$ cat src/rtl/core/soag_pkg.sv
// shared types and constants for the spiral order address generator
`timescale 1ns / 1ps

package soag_pkg;

  localparam int unsigned IDX_W        = 6;
  localparam int unsigned SIZE_W       = 7;
  localparam int unsigned DATA_W       = 32;
  localparam int unsigned MAX_SIZE_DEF = 64;

  localparam logic [SIZE_W-1:0] SIZE_RESET = 7'd4;

  typedef enum logic [4:0] {
    LEG_0      = 5'b00001,
    LEG_1      = 5'b00010,
    LEG_2      = 5'b00100,
    LEG_3      = 5'b01000,
    LEG_CENTRE = 5'b10000
  } leg_e;

  typedef struct packed {
    logic [IDX_W-1:0] row;
    logic [IDX_W-1:0] col;
    logic             last;
  } addr_t;

endpackage

$ cat src/rtl/core/soag_walker.sv
// spiral walk state, size register and address computation
`timescale 1ns / 1ps

module soag_walker #(
  parameter int unsigned MAX_SIZE = 64
) (
  input  logic                        clk_i,
  input  logic                        rst_ni,
  input  logic                        cfg_we_i,
  input  logic [soag_pkg::SIZE_W-1:0] cfg_wdata_i,
  input  logic                        step_i,
  output soag_pkg::addr_t             addr_o
);
  import soag_pkg::*;

  localparam int unsigned EFF_MAX = (MAX_SIZE < 127) ? MAX_SIZE : 127;
  localparam int unsigned N_W     = $clog2(EFF_MAX + 1);
  localparam int unsigned CNT_RAW = $clog2(EFF_MAX * EFF_MAX);
  localparam int unsigned COUNT_W = (CNT_RAW < 1) ? 1 : CNT_RAW;
  localparam int unsigned AW      = (N_W + 1 > IDX_W) ? N_W + 1 : IDX_W;
  localparam logic [SIZE_W-1:0] EFF_MAX_S = SIZE_W'(EFF_MAX);

  function automatic logic [N_W-1:0] side_of(input logic [SIZE_W-1:0] s);
    logic [SIZE_W-1:0] t;
    t = s;
    if (s == '0) begin
      t = SIZE_W'(1);
    end else if (s > EFF_MAX_S) begin
      t = EFF_MAX_S;
    end
    return N_W'(t);
  endfunction

  logic [SIZE_W-1:0]  size_q;
  logic [N_W-1:0]     ring_q, ring_d;
  leg_e               leg_q, leg_d;
  logic [N_W-1:0]     pos_q, pos_d;
  logic [COUNT_W-1:0] count_q, count_d;

  logic [N_W-1:0]   n;
  logic [N_W-1:0]   cfg_n;
  logic [2*N_W-1:0] sq_w, last_w;
  logic [AW-1:0]    n_a, c_a, r_a, p_a, two_r, far_a;
  logic [AW-1:0]    row_a, col_a, len_a, p_inc;
  logic             fin;
  leg_e             leg_start;
  leg_e             cfg_leg;

  assign n      = side_of(size_q);
  assign sq_w   = {{N_W{1'b0}}, n} * {{N_W{1'b0}}, n};
  assign last_w = sq_w - {{(2*N_W-1){1'b0}}, 1'b1};
  assign fin    = (count_q == last_w[COUNT_W-1:0]);

  assign n_a   = AW'(n);
  assign c_a   = n_a >> 1;
  assign r_a   = AW'(ring_q);
  assign p_a   = AW'(pos_q);
  assign two_r = r_a << 1;
  assign far_a = n_a - AW'(1) - r_a;
  assign p_inc = p_a + AW'(1);

  assign leg_start = n[0] ? LEG_CENTRE : LEG_0;
  assign cfg_n     = side_of(cfg_wdata_i);
  assign cfg_leg   = cfg_n[0] ? LEG_CENTRE : LEG_0;

  always_comb begin
    row_a = '0;
    col_a = '0;
    len_a = AW'(1);
    if (!n[0]) begin
      len_a = n_a - AW'(1) - two_r;
      case (leg_q)
        LEG_0: begin
          row_a = r_a;
          col_a = r_a + p_a;
        end
        LEG_1: begin
          row_a = r_a + p_a;
          col_a = far_a;
        end
        LEG_2: begin
          row_a = far_a;
          col_a = far_a - p_a;
        end
        default: begin
          row_a = far_a - p_a;
          col_a = r_a;
        end
      endcase
    end else begin
      case (leg_q)
        LEG_0: begin
          len_a = two_r + AW'(1);
          row_a = c_a - r_a + p_a;
          col_a = c_a - AW'(1) - r_a;
        end
        LEG_1: begin
          len_a = two_r + AW'(2);
          row_a = c_a + AW'(1) + r_a;
          col_a = c_a - AW'(1) - r_a + p_a;
        end
        LEG_2: begin
          len_a = two_r + AW'(2);
          row_a = c_a + AW'(1) + r_a - p_a;
          col_a = c_a + AW'(1) + r_a;
        end
        LEG_3: begin
          len_a = two_r + AW'(3);
          row_a = c_a - AW'(1) - r_a;
          col_a = c_a + AW'(1) + r_a - p_a;
        end
        default: begin
          len_a = AW'(1);
          row_a = c_a;
          col_a = c_a;
        end
      endcase
    end
  end

  always_comb begin
    ring_d  = ring_q;
    leg_d   = leg_q;
    pos_d   = pos_q;
    count_d = count_q;
    if (fin) begin
      ring_d  = '0;
      leg_d   = leg_start;
      pos_d   = '0;
      count_d = '0;
    end else begin
      count_d = count_q + COUNT_W'(1);
      if (p_inc >= len_a) begin
        pos_d = '0;
        case (leg_q)
          LEG_CENTRE: begin
            leg_d  = LEG_0;
            ring_d = '0;
          end
          LEG_3: begin
            leg_d  = LEG_0;
            ring_d = ring_q + N_W'(1);
          end
          LEG_0:   leg_d = LEG_1;
          LEG_1:   leg_d = LEG_2;
          LEG_2:   leg_d = LEG_3;
          default: leg_d = LEG_0;
        endcase
      end else begin
        pos_d = p_inc[N_W-1:0];
      end
    end
  end

  always_ff @(posedge clk_i or negedge rst_ni) begin
    if (!rst_ni) begin
      size_q  <= SIZE_RESET;
      ring_q  <= '0;
      leg_q   <= LEG_0;
      pos_q   <= '0;
      count_q <= '0;
    end else if (cfg_we_i) begin
      size_q  <= cfg_wdata_i;
      ring_q  <= '0;
      leg_q   <= cfg_leg;
      pos_q   <= '0;
      count_q <= '0;
    end else if (step_i) begin
      ring_q  <= ring_d;
      leg_q   <= leg_d;
      pos_q   <= pos_d;
      count_q <= count_d;
    end
  end

  assign addr_o.row  = row_a[IDX_W-1:0];
  assign addr_o.col  = col_a[IDX_W-1:0];
  assign addr_o.last = fin;

  a_pos_in_leg : assert property (@(posedge clk_i) disable iff (!rst_ni)
    p_a < len_a)
    else $error("leg position beyond leg length");

  a_count_bound : assert property (@(posedge clk_i) disable iff (!rst_ni)
    count_q <= last_w[COUNT_W-1:0])
    else $error("element count beyond matrix area");

  a_restart : assert property (@(posedge clk_i) disable iff (!rst_ni)
    (step_i && fin && !cfg_we_i) |=> (count_q == '0 && pos_q == '0 && ring_q == '0))
    else $error("walk did not restart after final element");

endmodule

$ cat src/rtl/core/soag_out_stage.sv
// result register with valid/stall handshake
`timescale 1ns / 1ps

module soag_out_stage (
  input  logic                        clk_i,
  input  logic                        rst_ni,
  input  logic                        in_valid_i,
  output logic                        in_stall_o,
  input  logic [soag_pkg::DATA_W-1:0] data_i,
  input  soag_pkg::addr_t             addr_i,
  output logic                        accept_o,
  output logic                        out_valid_o,
  input  logic                        out_stall_i,
  output logic [soag_pkg::IDX_W-1:0]  row_o,
  output logic [soag_pkg::IDX_W-1:0]  col_o,
  output logic [soag_pkg::DATA_W-1:0] data_o,
  output logic                        last_o
);
  import soag_pkg::*;

  logic              valid_q;
  logic [DATA_W-1:0] data_q;
  addr_t             addr_q;
  logic              accept;

  assign in_stall_o = valid_q && out_stall_i;
  assign accept     = in_valid_i && !in_stall_o;
  assign accept_o   = accept;

  always_ff @(posedge clk_i or negedge rst_ni) begin
    if (!rst_ni) begin
      valid_q <= 1'b0;
    end else if (accept) begin
      valid_q <= 1'b1;
    end else if (!out_stall_i) begin
      valid_q <= 1'b0;
    end
  end

  always_ff @(posedge clk_i) begin
    if (accept) begin
      data_q <= data_i;
      addr_q <= addr_i;
    end
  end

  assign out_valid_o = valid_q;
  assign row_o       = addr_q.row;
  assign col_o       = addr_q.col;
  assign data_o      = data_q;
  assign last_o      = addr_q.last;

  a_accept_shows : assert property (@(posedge clk_i) disable iff (!rst_ni)
    accept |=> valid_q)
    else $error("accepted transaction not presented");

  a_stall_only_full : assert property (@(posedge clk_i) disable iff (!rst_ni)
    in_stall_o |-> valid_q)
    else $error("input stalled while result register empty");

  a_drain : assert property (@(posedge clk_i) disable iff (!rst_ni)
    (valid_q && !out_stall_i && !accept) |=> !valid_q)
    else $error("result repeated after delivery");

endmodule

$ cat src/rtl/core/spiral_order_address_generator_unit.sv
// top level of the spiral order address generator
// an accepted input transaction is shown on the output register in the next cycle
// throughput: one transaction per cycle while the input is not stalled, with the walk counter updated on each accept
// the input stalls only while a result is held and the output is stalled
// reset: asynchronous active low, size 4, walk at top-left corner, output empty
`timescale 1ns / 1ps

module spiral_order_address_generator_unit #(
  parameter int unsigned MAX_SIZE = soag_pkg::MAX_SIZE_DEF
) (
  input  logic                        clk_i,
  input  logic                        rst_ni,
  input  logic                        cfg_we_i,
  input  logic [soag_pkg::SIZE_W-1:0] cfg_wdata_i,
  input  logic                        in_valid_i,
  output logic                        in_stall_o,
  input  logic [soag_pkg::DATA_W-1:0] data_word_i,
  output logic                        out_valid_o,
  input  logic                        out_stall_i,
  output logic [soag_pkg::IDX_W-1:0]  row_index_o,
  output logic [soag_pkg::IDX_W-1:0]  column_index_o,
  output logic [soag_pkg::DATA_W-1:0] element_value_o,
  output logic                        final_element_o
);
  import soag_pkg::*;

  addr_t addr;
  logic  accept;

  soag_walker #(
    .MAX_SIZE (MAX_SIZE)
  ) u_walker (
    .clk_i       (clk_i),
    .rst_ni      (rst_ni),
    .cfg_we_i    (cfg_we_i),
    .cfg_wdata_i (cfg_wdata_i),
    .step_i      (accept),
    .addr_o      (addr)
  );

  soag_out_stage u_out_stage (
    .clk_i       (clk_i),
    .rst_ni      (rst_ni),
    .in_valid_i  (in_valid_i),
    .in_stall_o  (in_stall_o),
    .data_i      (data_word_i),
    .addr_i      (addr),
    .accept_o    (accept),
    .out_valid_o (out_valid_o),
    .out_stall_i (out_stall_i),
    .row_o       (row_index_o),
    .col_o       (column_index_o),
    .data_o      (element_value_o),
    .last_o      (final_element_o)
  );

endmodule
$ cat config.mk
export PLATFORM = sky130hd
export DESIGN_NAME = spiral_order_address_generator_unit
export DESIGN_NICKNAME = d
export VERILOG_FILES = /design/src/rtl/core/soag_pkg.sv /design/src/rtl/core/soag_walker.sv /design/src/rtl/core/soag_out_stage.sv /design/src/rtl/core/spiral_order_address_generator_unit.sv
export SDC_FILE = /design/constraint.sdc
export NUM_CORES = 1
export LEC_CHECK = 0
export BUFFER_PORTS_ARGS = -buffer_cell sky130_fd_sc_hd__buf_2
export CELL_PAD_IN_SITES_DETAIL_PLACEMENT = 1
export CELL_PAD_IN_SITES_GLOBAL_PLACEMENT = 1
export CORE_ASPECT_RATIO = 0.75
export CORE_MARGIN = 5
export CORE_UTILIZATION = 50
export DETAILED_ROUTE_END_ITERATION = 6
export HOLD_SLACK_MARGIN = 0.15
export PLACE_DENSITY_LB_ADDON = 0.1
export RECOVER_POWER = 100
export SLEW_MARGIN = 20
export SYNTH_ARGS = -nofsm -noshare
export SYNTH_HDL_FRONTEND = slang
export SYNTH_SLANG_ARGS = --single-unit
$ cat constraint.sdc
create_clock -name clk_i -period 16.1 [get_ports clk_i]
set_input_delay 1.61 -clock clk_i [delete_from_list [all_inputs] [get_ports clk_i]]
set_output_delay 1.61 -clock clk_i [all_outputs]
set_load 0.005 [all_outputs]
==> results of run 1 <==
## power groups by stage
stage	logic (mW)	clock network, mW	registers, mW
2_1_floorplan	0.340	0	0.255
6_report	0.465	0.219	0.253
5_1_grt	0.518	0.231	0.255
3_3_place_gp	0.439	0	0.256
4_1_cts	0.467	0.222	0.253
3_5_place_dp	0.462	0	0.258
## final timing paths
kind	startpoint	end	slack, ns	cells past startpoint
setup / recovery	u_walker.size_q[3]	u_walker.count_q[11]	7.25	20
hold / removal	u_walker.pos_q[6]	u_walker.pos_q[6]	0.57	1
setup reg to reg	u_walker.size_q[3]	u_walker.count_q[11]	7.25	20
hold reg to reg	u_walker.pos_q[6]	u_walker.pos_q[6]	0.57	1
max in group asynchronous	rst_ni	u_walker.ring_q[0]	12.76	1
min in group asynchronous	rst_ni	u_walker.size_q[4]	1.96	1
## metrics by stage
| step | std cells | hold slack, ns | instance area, um2 | power [mW] |
|---|---|---|---|---|
| 4_1_cts | 1124 | 0.561 | 8800 | 0.942 |
| 3_3_place_gp | 1108 | 0.501 | 8500 | 0.695 |
| 5_1_grt | 1124 | 0.578 | 8730 | 1.00 |
| 2_1_floorplan | 836 | 0.495 | 7840 | 0.595 |
| 3_5_place_dp | 1108 | 0.534 | 8500 | 0.720 |
| 6_report | 1124 | 0.567 | 8730 | 0.937 |
## logic make-up (layout without fill, tap and decap cells)
kind of cell / after synthesis / after routing / share of synthesized area, %
simple gates: 206 / 206 / 13.2
mux: 15 / 15 / 2.07
fa+ha+maj: 114 / 114 / 21.2
xor+xnor: 70 / 70 / 8.03
other cells: 2 / 9 / 0.0962
flops: 84 / 84 / 29.8
compound gates: 225 / 225 / 20.0
buf+inv: 113 / 196 / 5.45
## area by class of cell
| class | instances | area (um2) | area share, % |
|---|---|---|---|
| clock inverter | 6 | 71.3 | 0.817 |
| clock buffer | 10 | 229 | 2.62 |
| multi-input combinational | 639 | 5060 | 57.9 |
| inverter | 78 | 293 | 3.36 |
| timing repair buffer | 102 | 490 | 5.62 |
| sequential | 84 | 2330 | 26.7 |
| tap | 205 | 256 | 2.94 |
## routing by layer
layer  wire length [um]  GRT usage [%]  vias up
met4                380           6.18        2
met5                  7              0        -
li1                   -              -     3157
met3               2120           6.07       36
met1              11800           40.0     3447
met2              11200           42.6      266
## placed cells by master, fill, tap and decap left out, types with 13 or more instances in the layout
| cell | n |
|---|---|
| fa_1 | 31 |
| a21o_1 | 17 |
| nand2b_1 | 13 |
| nor2_1 | 46 |
| xnor2_1 | 43 |
| a21oi_1 | 53 |
| nand3_1 | 26 |
| o21ai_0 | 43 |
| and3_1 | 13 |
| ha_1 | 83 |
| nor3_1 | 14 |
| clkbuf_1 | 36 |
| nand2_1 | 54 |
| edfxtp_1 | 45 |
| dfrtp_1 | 37 |
| buf_2 | 56 |
| inv_1 | 78 |
| xor2_1 | 26 |
## state kept, by name, indices dropped and copies added, names as in the netlist
signal,count
u_walker.count_q,12
u_out_stage.data_o,32
u_out_stage.out_valid_o,1
u_out_stage.col_o,6
u_out_stage.last_o,1
u_walker.size_q,7
u_walker.leg_q,5
u_out_stage.row_o,6
u_walker.ring_q,7
u_walker.pos_q,7
## worst reg2reg max path, cell delays in order, from the launching register on
cell       delay (ns)
dfrtp_1          0.42
or3_1            0.43
o41ai_1          0.27
clkbuf_1         1.00
inv_1            0.83
nor2_1           0.27
ha_1             0.27
xnor2_1          0.14
ha_1             0.26
fa_1             0.53
fa_1             0.44
ha_1             0.37
a21oi_1          0.37
nor3_1           0.11
a2111oi_0        0.39
nand4b_1         0.14
nor4_1           1.40
a21boi_1         0.14
clkbuf_1         0.50
a21o_1           0.30
a22o_1           0.17
==> flow_metrics.tcl, run 1 <==
set metrics [dict create \
    outcome "complete, but fails checks" \
    violations "capacitance limit, slew limit" \
    synth_area_leaders "edfxtp_1, ha_1, dfrtp_1" \
    fin_nets 1072 \
    synthCells 829 \
    diodes 0 \
    portBuffers 90 \
    synth_area_um2 7810 \
    clock-root-buffer "clkbuf_16" \
    die_h_um 118 \
    synth_seq_cells 84 \
    min-delay-path-class "register to register" \
    first_pass_iters 5 \
    synthFlopType "edfxtp_1" \
    tns_ns 0 \
    drc_errors 0 \
    ctsHoldBuffers 0 \
    setup_viol 0 \
    clockPowerShare_pct 23.4 \
    critPathTopFamily "simple AND/OR/NAND/NOR gates" \
    final.min_clock_period_ns 8.85 \
    start_util_pct 51.1 \
    post-cts-setup-buffers 0 \
    wl_um 25600 \
    cts_tree "built" \
    fin_util_pct 57.1 \
    finalHoldViolCount 0 \
    fin_crit_sh_pct 55.0 \
    async_flop_share_pct 46.4 \
    p_switching_mw 0.387 \
    synth.avg_cell_area_um2 9.42 \
    core_um2 15300 \
    crit_type "register to register" \
    crit_required_ns 16.34 \
    overflow 0 \
    synth.most_common_cell "ha_1" \
    synth_edf_count 45 \
    ys_warn_count 0 \
    switching_share_pct 41.3 \
    cp_max_fo 28 \
    dp_hpwl_um 20000 \
    post-place-ws_ns 9.30 \
    power.density_nw_per_um2 107 \
    max_slew_margin_pct -58.9 \
    synth.cells.most_frequent "ha_1, inv_1, nand2_1, a21oi_1, nor2_1" \
    max_slew.worst_pin.slew_ns 2.38 \
    insertion_delay_ns 0.36 \
    htree_levels 3 \
    seq_area_frac_synth_pct 29.8 \
    drtAntennaViolNets 0 \
    place_congestion 0.922 \
    p_comb_share_pct 49.6 \
    max_stage_delay_ns 1.40 \
    cp_common_cell "ha_1" \
    antenna_found_initial 1 \
    final_max_slew_viol_count 98 \
    cp-start-kind "register" \
    clk_pin_slew_worst_paths_ns 0.08 \
    intPower_mw 0.550 \
    arrival_ns 9.09 \
    cts_sinks 84 \
    synth_top_area_cell "edfxtp_1" \
    vias 6908 \
    clock_skew_ns 0.0163 \
    worst_slack_ns 7.25 \
    seqPwrFrac_pct 27.0 \
    yosysUniqueCellTypes 74 \
    row_count 39 \
    critPathBufInv 3 \
    n_fill_cell 1823 \
    final_layout_size_suffix_gt1_share_pct 10.9 \
    synth_top_area_share_pct 17.3 \
    grt_pass1_wl_um 40100 \
    die_x_um 154 \
    p_leak_nw 3.87 \
    wl_per_cell_um 22.7 \
    crit_path_top_delay_cell "nor4_1" \
    cts_buffers 9 \
    dieArea_um2 18200 \
    via_per_inst 6.15 \
    peakVddDrop_v 0.0000549 \
    area_growth_pct 11.7 \
    cp-end-kind "register" \
    clockBufferDepth 2 \
    detail_route.iter0.violations 517 \
    max_freq_mhz 113 \
    grt_max_degree 48 \
    grt_pass1_vias 7106 \
    cts_resized 0 \
    rsz0062_at_grt "no" \
    io_pins 91 \
    timing.max_cap.violations 3 \
    track_usage_pct 27.6 \
    cp_cell_sequence "or3_1, o41ai_1, clkbuf_1, inv_1, nor2_1, ha_1, xnor2_1, ha_1, fa_1, fa_1, ha_1, a21oi_1, nor3_1, a2111oi_0, nand4b_1, nor4_1, a21boi_1, clkbuf_1, a21o_1, a22o_1" \
]
No activity file was read; power rests on OpenSTA's default activity.
==> inputs of run 2 (changes only) <==
- CORE_UTILIZATION: 50 -> 42
- clock period: 16.1 -> 8.07 ns (I/O delays scaled with it)
==> run 2 against run 1 <==
Against the previous run:
- the flow still finishes with violations (capacitance limit, slew limit)
- sequential cell count unchanged
- critical path depth unchanged
- setup slack lost 6.3 ns
- die area is 18% higher
- via count is 1.6% lower
- register-to-register slack got worse by 6.3 ns
- clock power is 95% higher
- sequential power increased by 100%
- maximum frequency grew 25%
- critical path type unchanged
- largest cell class unchanged
- largest power group unchanged
- highest routed layer is now met4
==> flow_metrics.tcl, run 2 (same netlist as run 1, synthesis figures left out) <==
set metrics [dict create \
    outcome "complete, but fails checks" \
    violations "capacitance limit, slew limit" \
    place_congestion 0.882 \
    cts_tree "built" \
    start_util_pct 42.4 \
    timing.max_cap.violations 2 \
    layout.cells.most_common "ha_1" \
    max_slew_margin_pct -20.7 \
    track_usage_pct 23.7 \
    cp-end-kind "register" \
    crit_path_top_delay_cell "nor4_2" \
    row_count 43 \
    antenna_found_initial 0 \
    grt_use_met2_pct 36.2 \
    grt_pass1_wl_um 40100 \
    portBuffers 90 \
    vias 6799 \
    min-delay-path-class "primary input to asynchronous set/reset pin" \
    fin_crit_sh_pct 87.8 \
    busiest_layer "met2" \
    arrival_ns 7.33 \
    first_pass_iters 5 \
    final.min_clock_period_ns 7.09 \
    cts_sinks 84 \
    ctsHoldBuffers 0 \
    max_stage_delay_ns 0.84 \
    io_pins 91 \
    layout_common_cells "ha_1, inv_1, buf_2, nand2_1, a21oi_1" \
    cp-start-kind "register" \
    grtUsageMet3_pct 4.56 \
    p_leak_nw 3.88 \
    largest_reg_flops 32 \
    final_max_slew_viol_count 80 \
    critPathBufInv 3 \
    max_freq_mhz 141 \
    cts_resized 0 \
    wl_per_cell_um 21.7 \
    grt_pass1_vias 6963 \
    crit_type "register to register" \
    cts_buffers 9 \
    power.density_nw_per_um2 212 \
    peakVddDrop_v 0.000104 \
    die_h_um 128 \
    wl_um 25200 \
    final_layout_size_suffix_gt1_share_pct 11.6 \
    n_fill_cell 2185 \
    dieArea_um2 21400 \
    insertion_delay_ns 0.35 \
    cp_cell_sequence "or3_1, o41ai_4, buf_4, inv_1, nor2_1, ha_1, xnor2_1, ha_1, fa_1, fa_1, ha_1, a21oi_1, nor3_1, a2111oi_0, nand4b_1, nor4_2, a21boi_1, clkbuf_2, a21o_1, a22o_1" \
    setup_viol 0 \
    htree_levels 3 \
    area_growth_pct 12.5 \
    crit_required_ns 8.31 \
    rsz0062_at_grt "no" \
    clock_skew_ns 0.00964 \
    r2r.worst_path.cells 20 \
    overflow 0 \
    critPathTopFamily "adder cells" \
    via_per_inst 5.85 \
    diodes 0 \
    core_um2 18400 \
    die_x_um 167 \
    hold_slack_ns 0.475 \
    cp_common_cell "ha_1" \
    post-cts-setup-buffers 0 \
    clock-root-buffer "clkbuf_16" \
    fin_nets 1068 \
    clk_pin_slew_worst_paths_ns 0.07 \
    detail_route.iter0.violations 538 \
    cp.depth 20 \
    drtAntennaViolNets 0 \
    grt_use_met1_pct 35.5 \
    clockBufferDepth 2 \
    cp_max_fo 28 \
    tns_ns 0 \
    max_slew.worst_pin.slew_ns 1.81 \
    dp_hpwl_um 19900 \
    finalHoldViolCount 0 \
    grt_max_degree 48 \
    drc_errors 0 \
]
## run 2: cell count changes in the layout (fill, tap and decap cells not counted)
cell      change
clkbuf_1      -6
o41ai_4       +1
buf_1         -1
buf_2         +7
buf_4         -5
nor4_2        +1
nor2_2        +1
clkbuf_2      +1
nor4_1        -1
nor2_1        -1
o41ai_1       -1
## run 2: through the flow
stage	area, um2	std cells	total power [mW]	utilization, %	worst slack, ns
after floorplan	7840	836	1.19	-	1.97
after global placement	8520	1145	1.41	46.3	1.51
after global routing	8780	1162	2.00	47.7	0.333
after detailed placement	8520	1145	1.44	46.3	1.22
final	8780	1162	1.86	47.7	0.981
after CTS	8820	1161	1.87	47.9	1.15
## run 2: worst paths after layout
path,endpoint,slack (ns),from
setup / recovery,u_walker.count_q[11],0.98,u_walker.size_q[3]
hold / removal,u_walker.size_q[5],0.47,rst_ni
setup reg to reg,u_walker.count_q[11],0.98,u_walker.size_q[3]
hold reg to reg,u_out_stage.out_valid_o,0.54,u_out_stage.out_valid_o
max in group asynchronous,u_walker.pos_q[6],5.56,rst_ni
min in group clk_i,u_out_stage.out_valid_o,0.54,u_out_stage.out_valid_o
## run 2: layer usage
layer	vias to the layer above	routed length, um
met5	-	0
met4	0	279
met3	25	1720
met2	230	10800
met1	3396	12300
li1	3148	-
## run 2: cell type report
| class | count | area, um2 | area share (%) |
|---|---|---|---|
| Tap cell | 247 | 309 | 3.52 |
| Clock inverter | 6 | 71.3 | 0.812 |
| Timing Repair Buffer | 98 | 467 | 5.31 |
| Multi-Input combinational cell | 639 | 5080 | 57.9 |
| Sequential cell | 84 | 2330 | 26.5 |
| Inverter | 78 | 293 | 3.33 |
| Clock buffer | 10 | 229 | 2.61 |
## run 2: where the power goes
part,internal (mW),total [mW],switching [mW],leakage [nW]
Sequential,0.486,0.505,0.0188,0.948
Combinational,0.368,0.928,0.560,2.79
Clock,0.243,0.426,0.183,0.140
Total,1.10,1.86,0.762,3.88
## run 2: worst reg2reg max path, stage by stage (launching register included)
cell and delay [ns]:
dfrtp_1 0.42, or3_1 0.46, o41ai_4 0.22, buf_4 0.35, inv_1 0.51, nor2_1 0.25, ha_1 0.27, xnor2_1 0.15
ha_1 0.27, fa_1 0.51, fa_1 0.42, ha_1 0.36, a21oi_1 0.37, nor3_1 0.10, a2111oi_0 0.39, nand4b_1 0.16
nor4_2 0.84, a21boi_1 0.13, clkbuf_2 0.37, a21o_1 0.25, a22o_1 0.18
